**config.mk**
```make
export PLATFORM = sky130hd
export DESIGN_NAME = overflow_bucket_marker
export DESIGN_NICKNAME = d
export VERILOG_FILES = /design/src/design/obm_pkg.sv /design/src/design/obm_ram.sv /design/src/design/obm_tally.sv /design/src/design/overflow_bucket_marker.sv
export SDC_FILE = /design/constraint.sdc
export NUM_CORES = 2
export LEC_CHECK = 0
export BUFFER_PORTS_ARGS = -buffer_cell sky130_fd_sc_hd__buf_2
export CORE_MARGIN = 1.5
export CORE_UTILIZATION = 25
export CTS_CLUSTER_DIAMETER = 40
export DETAILED_ROUTE_END_ITERATION = 7
export PLACE_DENSITY = 0.36
export SYNTH_ARGS = -nofsm -noshare
export SYNTH_HDL_FRONTEND = slang
export SYNTH_HIERARCHICAL = 1
export SYNTH_SLANG_ARGS = --single-unit
```
**constraint.sdc**
```tcl
create_clock -name clk -period 8.55 [get_ports clk]
set_clock_uncertainty 0.1 [all_clocks]
set_input_delay 0.4275 -clock clk [delete_from_list [all_inputs] [get_ports clk]]
set_output_delay 0.4275 -clock clk [all_outputs]
set_load 0.005 [all_outputs]
```
**src/design/obm_pkg.sv**
```systemverilog
// Package with the sizes, command codes and shared types of the overflow bucket marker.
`default_nettype none

package obm_pkg;

  // Block dimensions.
  localparam int NUM_BUCKETS = 1024;
  localparam int STRIPES     = 16;
  localparam int COUNT_WIDTH = 32;

  // Derived widths. Tags are stored one row per group of STRIPES buckets,
  // so a row holds one bit for each stripe.
  localparam int ROWS     = NUM_BUCKETS / STRIPES;
  localparam int STRIPE_W = $clog2(STRIPES);
  localparam int ROW_W    = $clog2(ROWS);
  localparam int BUCKET_W = $clog2(NUM_BUCKETS);
  localparam int CUR_W    = $clog2(STRIPES + 1);
  localparam int SCNT_W   = $clog2(ROWS + 1);
  localparam int TOTAL_W  = $clog2(NUM_BUCKETS + 1);
  localparam int CMD_W    = 3;

  // Command codes.
  localparam logic [CMD_W-1:0] CMD_CLEAR      = 3'd0;
  localparam logic [CMD_W-1:0] CMD_MARK_FENCE = 3'd1;
  localparam logic [CMD_W-1:0] CMD_MARK_AVAIL = 3'd2;
  localparam logic [CMD_W-1:0] CMD_START      = 3'd3;
  localparam logic [CMD_W-1:0] CMD_NEXT       = 3'd4;

  // Operation for the tally unit, issued by the sequencer.
  typedef struct packed {
    logic                clear;      // zero all counts
    logic                inc;        // one more tagged bucket
    logic                dec;        // one fewer tagged bucket
    logic                ahead;      // change also applies to the remaining count
    logic                load_left;  // load remaining count from the stripe count
    logic                left_zero;  // load zero instead (listing exhausted)
    logic [STRIPE_W-1:0] addr;       // stripe addressed
  } tally_op_t;

endpackage

`default_nettype wire

```
**src/design/obm_ram.sv**
```systemverilog
// Generic single-port-write, single-port-read RAM with registered read data.
`default_nettype none

module obm_ram #(
  parameter int WIDTH = 16,
  parameter int DEPTH = 64
) (
  input  wire logic                     clk,
  input  wire logic                     we,
  input  wire logic [$clog2(DEPTH)-1:0] waddr,
  input  wire logic [WIDTH-1:0]         wdata,
  input  wire logic [$clog2(DEPTH)-1:0] raddr,
  output logic      [WIDTH-1:0]         rdata
);

  logic [WIDTH-1:0] mem [DEPTH];

  // Write port and registered read port.
  always_ff @(posedge clk) begin
    if (we) begin
      mem[waddr] <= wdata;
    end
    rdata <= mem[raddr];
  end

endmodule

`default_nettype wire

```
**src/design/obm_tally.sv**
```systemverilog
// Tally unit: per-stripe tag counts, running total and remaining count of the current stripe.
`default_nettype none

module obm_tally (
  input  wire logic                     clk,
  input  wire logic                     rst_n,
  input  wire obm_pkg::tally_op_t       op,
  output logic [obm_pkg::TOTAL_W-1:0]   total,
  output logic [obm_pkg::SCNT_W-1:0]    left
);
  import obm_pkg::*;

  logic [SCNT_W-1:0]  cnt_r [STRIPES];
  logic [TOTAL_W-1:0] total_r;
  logic [SCNT_W-1:0]  left_r;
  logic [SCNT_W-1:0]  cnt_sel;

  assign cnt_sel = cnt_r[op.addr];
  assign total   = total_r;
  assign left    = left_r;

  // Counts move by one on every tag change; the remaining count is reloaded on stripe entry.
  always_ff @(posedge clk) begin
    if (!rst_n || op.clear) begin
      for (int i = 0; i < STRIPES; i++) begin
        cnt_r[i] <= '0;
      end
      total_r <= '0;
      left_r  <= '0;
    end else begin
      if (op.inc) begin
        cnt_r[op.addr] <= cnt_sel + SCNT_W'(1);
        total_r        <= total_r + TOTAL_W'(1);
        if (op.ahead) begin
          left_r <= left_r + SCNT_W'(1);
        end
      end else if (op.dec) begin
        cnt_r[op.addr] <= cnt_sel - SCNT_W'(1);
        total_r        <= total_r - TOTAL_W'(1);
        if (op.ahead) begin
          left_r <= left_r - SCNT_W'(1);
        end
      end
      if (op.load_left) begin
        left_r <= op.left_zero ? '0 : cnt_sel;
      end
    end
  end

endmodule

`default_nettype wire

```
**src/design/overflow_bucket_marker.sv**
```systemverilog
// Top level of the overflow bucket marker: command sequencer, tag store and result register.
// Usage:
// A request on the in_ channel carries a command: clear, mark by fill/fence, mark by available,
// start list or next. Every request gives exactly one result on the out_ channel: found,
// bucket_id and the number of tagged buckets after the command.
// in_stall is high while a request is being worked on; one request is handled at a time.
// A clear or an unknown code goes straight to the response; a mark reads the bucket's row and
// then writes it back. A start or next walks the tag store one row at a time in the current
// stripe (64 rows per stripe), reading each row and then checking it, and steps over each
// stripe without tags by loading the next stripe's remaining count. Only the stripe holding
// the hit is scanned.
// The listing time is set by the single read port of the tag RAM, which the scan shares
// with the marking path.
// The result sits in an output register, so a new request is taken while an earlier result
// is still stalled; the sequencer holds the next result until the register is free.
// Reset (synchronous, rst_n low) and the clear command both empty all tags at once through
// per-row valid bits, so no clearing pass is needed.
`default_nettype none

module overflow_bucket_marker (
  input  wire logic                              clk,
  input  wire logic                              rst_n,
  input  wire logic                              in_valid,
  output logic                                   in_stall,
  input  wire logic [obm_pkg::CMD_W-1:0]         in_cmd,
  input  wire logic [obm_pkg::BUCKET_W-1:0]      in_bucket,
  input  wire logic [obm_pkg::COUNT_WIDTH-1:0]   in_fill_count,
  input  wire logic [obm_pkg::COUNT_WIDTH-1:0]   in_fence_value,
  input  wire logic signed [31:0]                in_available,
  output logic                                   out_valid,
  input  wire logic                              out_stall,
  output logic                                   out_found,
  output logic [obm_pkg::BUCKET_W-1:0]           out_bucket_id,
  output logic [obm_pkg::TOTAL_W-1:0]            out_marked_total
);
  import obm_pkg::*;

  typedef enum logic [7:0] {
    S_IDLE     = 8'b0000_0001,
    S_MARK_RD  = 8'b0000_0010,
    S_MARK_WR  = 8'b0000_0100,
    S_LIST     = 8'b0000_1000,
    S_LOAD     = 8'b0001_0000,
    S_SCAN_RD  = 8'b0010_0000,
    S_SCAN_CHK = 8'b0100_0000,
    S_RESP     = 8'b1000_0000
  } state_t;

  state_t                state_r, state_nxt;
  logic [CUR_W-1:0]      cur_r, cur_nxt;
  logic [ROW_W-1:0]      row_r, row_nxt;
  logic [ROWS-1:0]       rowval_r, rowval_nxt;
  logic [BUCKET_W-1:0]   bucket_r, bucket_nxt;
  logic                  tag_r, tag_nxt;
  logic                  found_r, found_nxt;
  logic [BUCKET_W-1:0]   id_r, id_nxt;
  logic                  ret_list_r, ret_list_nxt;
  logic                  out_valid_r, out_valid_nxt;
  logic                  out_found_r, out_found_nxt;
  logic [BUCKET_W-1:0]   out_id_r, out_id_nxt;
  logic [TOTAL_W-1:0]    out_total_r, out_total_nxt;

  logic                  accept;
  logic [COUNT_WIDTH-1:0] diff;
  logic                  tag_in;
  logic [ROW_W-1:0]      bkt_row;
  logic [STRIPE_W-1:0]   bkt_col;
  logic [STRIPE_W-1:0]   cur_col;
  logic [STRIPES-1:0]    mark_base;
  logic [STRIPES-1:0]    scan_base;
  logic                  ahead;

  logic                  ram_we;
  logic [ROW_W-1:0]      ram_waddr;
  logic [STRIPES-1:0]    ram_wdata;
  logic [ROW_W-1:0]      ram_raddr;
  logic [STRIPES-1:0]    ram_rdata;

  tally_op_t             tally_op;
  logic [TOTAL_W-1:0]    total;
  logic [SCNT_W-1:0]     left;

  // Tag store: one row per group of STRIPES buckets, one bit per stripe.
  obm_ram #(
    .WIDTH (STRIPES),
    .DEPTH (ROWS)
  ) u_tags (
    .clk   (clk),
    .we    (ram_we),
    .waddr (ram_waddr),
    .wdata (ram_wdata),
    .raddr (ram_raddr),
    .rdata (ram_rdata)
  );

  obm_tally u_tally (
    .clk   (clk),
    .rst_n (rst_n),
    .op    (tally_op),
    .total (total),
    .left  (left)
  );

  // Handshake and request decode.
  assign in_stall = (state_r != S_IDLE);
  assign accept   = in_valid && !in_stall;
  assign diff     = in_fence_value - in_fill_count;
  assign tag_in   = (in_cmd == CMD_MARK_FENCE) ? diff[COUNT_WIDTH-1] : in_available[31];

  assign bkt_row  = bucket_r[BUCKET_W-1:STRIPE_W];
  assign bkt_col  = bucket_r[STRIPE_W-1:0];
  assign cur_col  = cur_r[STRIPE_W-1:0];

  // A row never written since reset or clear reads as all zero.
  assign mark_base = rowval_r[bkt_row] ? ram_rdata : '0;
  assign scan_base = rowval_r[row_r] ? ram_rdata : '0;

  // A mark in the current stripe at or past the cursor changes the remaining count.
  assign ahead = ({1'b0, bkt_col} == cur_r) && (bkt_row >= row_r);

  assign ram_raddr = (state_r == S_MARK_RD) ? bkt_row : row_r;

  // Sequencer.
  always_comb begin
    state_nxt     = state_r;
    cur_nxt       = cur_r;
    row_nxt       = row_r;
    rowval_nxt    = rowval_r;
    bucket_nxt    = bucket_r;
    tag_nxt       = tag_r;
    found_nxt     = found_r;
    id_nxt        = id_r;
    ret_list_nxt  = ret_list_r;
    tally_op      = '0;
    ram_we        = 1'b0;
    ram_waddr     = row_r;
    ram_wdata     = scan_base;
    out_valid_nxt = out_valid_r && out_stall;
    out_found_nxt = out_found_r;
    out_id_nxt    = out_id_r;
    out_total_nxt = out_total_r;

    unique case (state_r)
      S_IDLE: begin
        if (accept) begin
          found_nxt  = 1'b0;
          id_nxt     = '0;
          bucket_nxt = in_bucket;
          tag_nxt    = tag_in;
          unique case (in_cmd) inside
            CMD_CLEAR: begin
              tally_op.clear = 1'b1;
              rowval_nxt     = '0;
              cur_nxt        = '0;
              row_nxt        = '0;
              state_nxt      = S_RESP;
            end
            CMD_MARK_FENCE, CMD_MARK_AVAIL: begin
              state_nxt = S_MARK_RD;
            end
            CMD_START: begin
              cur_nxt      = '0;
              row_nxt      = '0;
              ret_list_nxt = 1'b1;
              state_nxt    = S_LOAD;
            end
            CMD_NEXT: begin
              state_nxt = S_LIST;
            end
            default: begin
              state_nxt = S_RESP;
            end
          endcase
        end
      end

      S_MARK_RD: begin
        state_nxt = S_MARK_WR;
      end

      // Replace the bucket's tag; counts follow only a real change.
      S_MARK_WR: begin
        ram_waddr          = bkt_row;
        ram_wdata          = mark_base;
        ram_wdata[bkt_col] = tag_r;
        if (mark_base[bkt_col] != tag_r) begin
          ram_we              = 1'b1;
          rowval_nxt[bkt_row] = 1'b1;
          tally_op.inc        = tag_r;
          tally_op.dec        = !tag_r;
          tally_op.ahead      = ahead;
          tally_op.addr       = bkt_col;
        end
        state_nxt = S_RESP;
      end

      // Head of the listing loop: scan this stripe or step to the next one.
      S_LIST: begin
        if (cur_r == CUR_W'(STRIPES)) begin
          state_nxt = S_RESP;
        end else if (left != '0) begin
          state_nxt = S_SCAN_RD;
        end else begin
          cur_nxt      = cur_r + CUR_W'(1);
          row_nxt      = '0;
          ret_list_nxt = 1'b1;
          state_nxt    = S_LOAD;
        end
      end

      // Stripe entry: load the remaining count of the new stripe.
      S_LOAD: begin
        tally_op.load_left = 1'b1;
        tally_op.left_zero = (cur_r == CUR_W'(STRIPES));
        tally_op.addr      = cur_col;
        state_nxt          = ret_list_r ? S_LIST : S_RESP;
      end

      S_SCAN_RD: begin
        state_nxt = S_SCAN_CHK;
      end

      // Check the stripe's bit in the row at the cursor; a hit is listed and untagged.
      S_SCAN_CHK: begin
        ram_waddr          = row_r;
        ram_wdata          = scan_base;
        ram_wdata[cur_col] = 1'b0;
        if (scan_base[cur_col]) begin
          ram_we         = 1'b1;
          tally_op.dec   = 1'b1;
          tally_op.ahead = 1'b1;
          tally_op.addr  = cur_col;
          found_nxt      = 1'b1;
          id_nxt         = {row_r, cur_col};
        end
        if (row_r == ROW_W'(ROWS - 1)) begin
          cur_nxt      = cur_r + CUR_W'(1);
          row_nxt      = '0;
          ret_list_nxt = !scan_base[cur_col];
          state_nxt    = S_LOAD;
        end else begin
          row_nxt   = row_r + ROW_W'(1);
          state_nxt = scan_base[cur_col] ? S_RESP : S_SCAN_RD;
        end
      end

      // Hand the result to the output register once it is free.
      S_RESP: begin
        if (!out_valid_r || !out_stall) begin
          out_valid_nxt = 1'b1;
          out_found_nxt = found_r;
          out_id_nxt    = id_r;
          out_total_nxt = total;
          state_nxt     = S_IDLE;
        end
      end

      default: begin
        state_nxt = S_IDLE;
      end
    endcase
  end

  // Control registers.
  always_ff @(posedge clk) begin
    if (!rst_n) begin
      state_r     <= S_IDLE;
      cur_r       <= '0;
      row_r       <= '0;
      rowval_r    <= '0;
      ret_list_r  <= 1'b0;
      out_valid_r <= 1'b0;
    end else begin
      state_r     <= state_nxt;
      cur_r       <= cur_nxt;
      row_r       <= row_nxt;
      rowval_r    <= rowval_nxt;
      ret_list_r  <= ret_list_nxt;
      out_valid_r <= out_valid_nxt;
    end
  end

  // Payload registers.
  always_ff @(posedge clk) begin
    bucket_r    <= bucket_nxt;
    tag_r       <= tag_nxt;
    found_r     <= found_nxt;
    id_r        <= id_nxt;
    out_found_r <= out_found_nxt;
    out_id_r    <= out_id_nxt;
    out_total_r <= out_total_nxt;
  end

  assign out_valid        = out_valid_r;
  assign out_found        = out_found_r;
  assign out_bucket_id    = out_id_r;
  assign out_marked_total = out_total_r;

endmodule

`default_nettype wire

```
# Word level (Yosys, flattened, before mapping)
# Memories as Yosys holds them, arrays and structs flattened. A register that Yosys moved wholly into a read port is not among the register bits.
# Index checks and enable logic that the tools add are counted.
# W data, S select, Z words.
[op_classes]
n_reduce_logical = 33
n_eq_ne = 29
n_lt_le_gt_ge = 8
bitwise = 4
n_mux = 97
n_addsub = 9
[op_table]
columns = ["op", "count"]
rows = [
  ["$mux W64", 3],
  ["$pmux W64 S2", 1],
  ["$or A64 B64 Y64", 1],
  ["$pmux W8 S8", 1],
  ["$mux W7", 8],
  ["$mux W6", 8],
  ["$mux W8", 6],
  ["$mux W1", 35],
  ["$mux W16", 2],
  ["$pmux W16 S2", 1],
  ["$sub A32 B32 Y32", 1],
  ["$mux W5", 5],
  ["$pmux W8 S3", 1],
  ["$mux W11", 2],
  ["$mux W10", 2],
  ["$ne A2 B2 Y1 const B", 10],
  ["$pmux W10 S2", 1],
  ["$pmux W6 S3", 1],
  ["$and A16 B16 Y16", 1],
  ["$bwmux W16", 1],
  ["$not A16 Y16", 1],
  ["$pmux W5 S3", 1],
  ["$add A7 B1 Y7 const B", 2],
  ["$lt A6 B7 Y1 const B", 2],
  ["52 further kinds", 83],
]
[totals]
register_bits = 147
ram_bits = 1136
output_inout_bits = 24
wordCells = 197
inputBits = 113
memories = 2
[mem_list]
columns = ["name", "words", "width", "rd", "rd_ports_with_merged_regs", "write_ports", "line_no", "rtl"]
rows = [
  ["u_tags.mem", 64, 16, 1, 1, 1, "obm_ram.sv:16", "logic [WIDTH-1:0] mem [DEPTH];"],
  ["u_tally.cnt_r", 16, 7, 1, 0, 16, "obm_tally.sv:13", "logic [SCNT_W-1:0] cnt_r [STRIPES];"],
]

# Longest topological paths before layout
[depth]
word_depth = 15
ltp_mapped = 30
mapped_depth_nobuf = 23

# By module
# The synthesis kept the hierarchy.
[by_module_without_submodules]
columns = ["module", "cells_per_inst", "seq_area_each_um2", "instances", "area_each_um2"]
rows = [
  ["obm_ram", 1829, 31069.8, 1, 40039.7],
  ["overflow_bucket_marker", 872, 3022.9, 1, 7881.3],
  ["obm_tally", 525, 3723.6, 1, 6448.7],
]

# Worst setup path before layout
# No wires, ideal clock.
[synth_timing]
path_kind = "register to register"
startpoint = "register bucket_r[4]"
endpoint = "memory u_tally/cnt_r[0][4] (netlist bit) (data pin)"
setup_time_ps = 265
t_required_ps = 8185
path_stages_with_launch = 23
path_buffers = 5
slack_ps = 2400
arrival_ps = 5785
synth_period_minus_slack_ps = 6150
path_cell_list = "edfxtp_1 buf_6 mux4_1 a221o_1 o22a_1 a211oi_4 buf_6 a211oi_1 ha_1 nor2_1 nand2_1 o21ai_0 buf_6 buf_2 mux4_2 mux4_2 ha_1 nor2b_1 o21ai_0 nand2_1 xnor2_1 clkbuf_1 nor2_1"
[synth_rtl]
columns = ["element", "line_no", "rtl"]
rows = [
  ["from (decl)", "overflow_bucket_marker.sv:53", "logic [BUCKET_W-1:0] bucket_r, bucket_nxt;"],
  ["from (signal assigned)", "overflow_bucket_marker.sv:285", "bucket_r <= bucket_nxt;"],
  ["to (decl)", "obm_tally.sv:13", ""],
]

==> impl_metrics.py <==
metrics = {
    "run_status": {
        "status": "finished, final reports clean",
    },
    "synthesis": {
        "synth_area_sq_mm": 0.0544,
        "synth.distinct_cells": 82,
        "ys_ff_latch": 1299,
        "netlist_instances": 3226,
        "synth_top_area_share": 0.652,
        "yosysTopAreaCell": "edfxtp_1",
        "synthesis.nets": 3404,
        "synth.area.top_cells": "edfxtp_1 (65%), mux4_2 (11%), dfxtp_1 (4.4%)",
        "synth_edf_count": 1180,
        "yosysWarnings": 6,
        "synth_seq_area_share": 0.696,
        "synthArstFlopShare": 0,
        "avgSynthCellArea_sq_um": 16.9,
        "ys.flop_type": "edfxtp_1",
    },
    "grt": {
        "grt_overflow": 0,
        "grt.busiest_layer": "met2",
        "met2_usage": 0.230,
        "grt_pass1_wl_um": 231000,
        "antenna_found_initial": 8,
        "use_met1": 0.196,
        "track_usage": 0.143,
        "grt_pass1_vias": 32000,
        "globalRouteMet3Util": 0.0248,
        "grt_max_degree": 88,
    },
    "drt": {
        "vias": 30200,
        "drtIter0Drc": 2199,
        "postRouteWirelength_um": 158000,
        "drc": 0,
        "wl_per_cell_um": 24.0,
        "drtAntennaViolNets": 0,
        "viasPerCell": 4.58,
        "drt-pass1-iter-count": 5,
    },
    "clock_network": {
        "cts_setup_buffers": 0,
        "cts_buffers": 228,
        "h-tree-depth": 4,
        "cts_hold_buf": 21,
        "clk_latency_ps": 850,
        "root_buffer": "clkbuf_16",
        "cts_tree": "yes",
        "clk_path_buf_depth": 3,
        "clk_pin_slew_ps": 50,
        "post_cts_resize_count": 0,
        "cts_num_sinks": 1299,
    },
    "final_layout": {
        "area_growth_pct": 23.7,
        "fin_util": 0.310,
        "nets": 3713,
        "final_cell_mix": "edfxtp_1 (1180), mux4_2 (273), nor2_1 (270), clkbuf_16 (229), nand2_1 (176)",
        "drive_gt1_frac": 0.277,
        "fin_area_sq_mm": 0.0673,
        "final_common_cell": "edfxtp_1",
    },
    "die": {
        "die-width_um": 469,
        "initial_utilization": 0.251,
        "core-area_sq_mm": 0.217,
        "die_h_um": 469,
        "pin_count": 137,
        "num_rows": 171,
        "die_area_sq_mm": 0.220,
    },
    "setup_path": {
        "crit_family": "compound AO/OA/AOI/OAI gates",
        "cp-end-kind": "register",
        "crit_chain": "mux4_1, a221o_1, o22a_1, a211oi_4, a211oi_1, ha_1, nor2_1, nand2_1, o21ai_4, buf_4, mux4_2, mux4_2, inv_1, fa_1, nor2b_1, o21ai_0, a21boi_0, o21ai_0, nand2b_1, xnor3_2, nor2_1",
        "cpPeakStageDelay_ps": 770,
        "worst-path-buf-inv": 2,
        "cp_slowest_cell": "edfxtp_1",
        "path_class": "reg -> reg",
        "startpoint_type": "register",
        "worstPathRequired_ps": 9020,
        "path_max_fanout": 16,
        "cp.arrival_ps": 7380,
    },
    "sta": {
        "fmax_mhz": 145,
        "tns_ps": 0,
        "min_period_ps": 6910,
        "finalCritPeriodShare": 0.808,
        "slew_violations": 0,
        "worst_slew_pin_slew_ps": 1190,
        "hold_violations": 0,
        "rsz0062_at_grt": "false",
        "finalSetupViolations": 0,
        "relSlewSlack": 0.195,
    },
    "flow_run": {
        "cap_violations": 0,
    },
    "placed_design": {
        "dpl_cell_area_sq_mm": 0.0589,
        "io_buffers": 105,
        "gp_congestion": 0.750,
        "hpwlAfterDp_um": 95100,
    },
    "power_and_ir_drop": {
        "ir_drop_uv": 202,
        "leakagePower_uw": 0.0190,
        "pwr_density_cell_mw_per_mm2": 255,
    },
    "min_path": {
        "hold_path_class": "in -> reg",
    },
}
[cell type report]
type                            count  area, sq um
Fill cell                       21300       149000
Sequential cell                  1299        37800
Multi-Input combinational cell   1679        15700
Clock buffer                      252         5860
Tap cell                         2854         3570
Clock inverter                    177         2240
Timing Repair Buffer              263         1840
Inverter                           64          240
Antenna cell                        5         12.5
[registers in the layout (all words and copies together), names as in the netlist]
name,count
out_marked_total,11
ret_list_r,1
out_bucket_id,10
state_r,8
out_found,1
u_tags/rdata,16
rowval_r,64
cur_r,5
id_r,10
row_r,6
u_tally/total,11
u_tags/mem,1024
u_tally/left,7
found_r,1
tag_r,1
out_valid,1
u_tally/cnt_r,112
bucket_r,10
[tightest hold or removal path: cells and delay by family]
kind,cells,cell delay [ps]
AOI/OAI and AO/OA,1,180
buffers and inverters,1,130
and+or+nand+nor,2,250
[layer usage]
| metal | part of all wire | routed length [um] | vias up |
|---|---|---|---|
| met1 | 0.47 | 73700 | 15800 |
| met4 | 0.025 | 3920 | 0 |
| li1 | - | - | 13600 |
| met5 | 0 | 0 | - |
| met3 | 0.038 | 6010 | 224 |
| met2 | 0.47 | 74800 | 613 |
[final timing paths]
| path | cells after the start | startpoint | to | slack (ps) |
|---|---|---|---|---|
| setup / recovery | 21 | bucket_r[4] | u_tally/cnt_r[4][6] | 1640 |
| hold / removal | 4 | in_cmd[1] | state_r[4] | 100 |
| setup reg to reg | 21 | bucket_r[4] | u_tally/cnt_r[4][6] | 1640 |
| hold reg to reg | 0 | id_r[0] | out_bucket_id[0] | 320 |
[logic make-up after synthesis]
kind of cell	after synthesis	synth area share
AO/OA/AOI/OAI	449	0.0546
XOR/XNOR	25	0.00430
adder cells (fa/ha/maj)	65	0.0154
buffers and inverters	248	0.0246
flip-flops	1299	0.696
multiplexers	424	0.145
AND/OR/NAND/NOR	716	0.0607
[cells in the mapped netlist (all sizes together) (23+ instances only)]
library cell	count
a211oi	24
a21oi	140
a22oi	45
buf	108
clkbuf	76
dfxtp	119
edfxtp	1180
ha	62
inv	62
mux2	30
mux2i	110
mux4	284
nand2	178
nand3	42
nor2	307
nor2b	48
nor3	31
o21ai	77
o22ai	23
[power by group]
group	leakage [uW]	internal (uW)	switching, uW
clock	0.00389	5970	3440
sequential	0.00968	6950	99.8
combinational	0.00548	233	447
[metrics by stage]
| step | setup WS, ps | hold slack, ps | std cells | total power (uW) |
|---|---|---|---|---|
| 3_3_place_gp | 1540 | 305 | 6138 | 7850 |
| 2_1_floorplan | 2400 | 300 | 3226 | 7570 |
| 5_1_grt | 1140 | 85.9 | 6589 | 17700 |
| 6_report | 1640 | 103 | 6593 | 17100 |
| 4_1_cts | 1490 | 5.30 | 6588 | 17400 |
| 3_5_place_dp | 1500 | 310 | 6138 | 7850 |
Power figures use the tool's default switching activity.
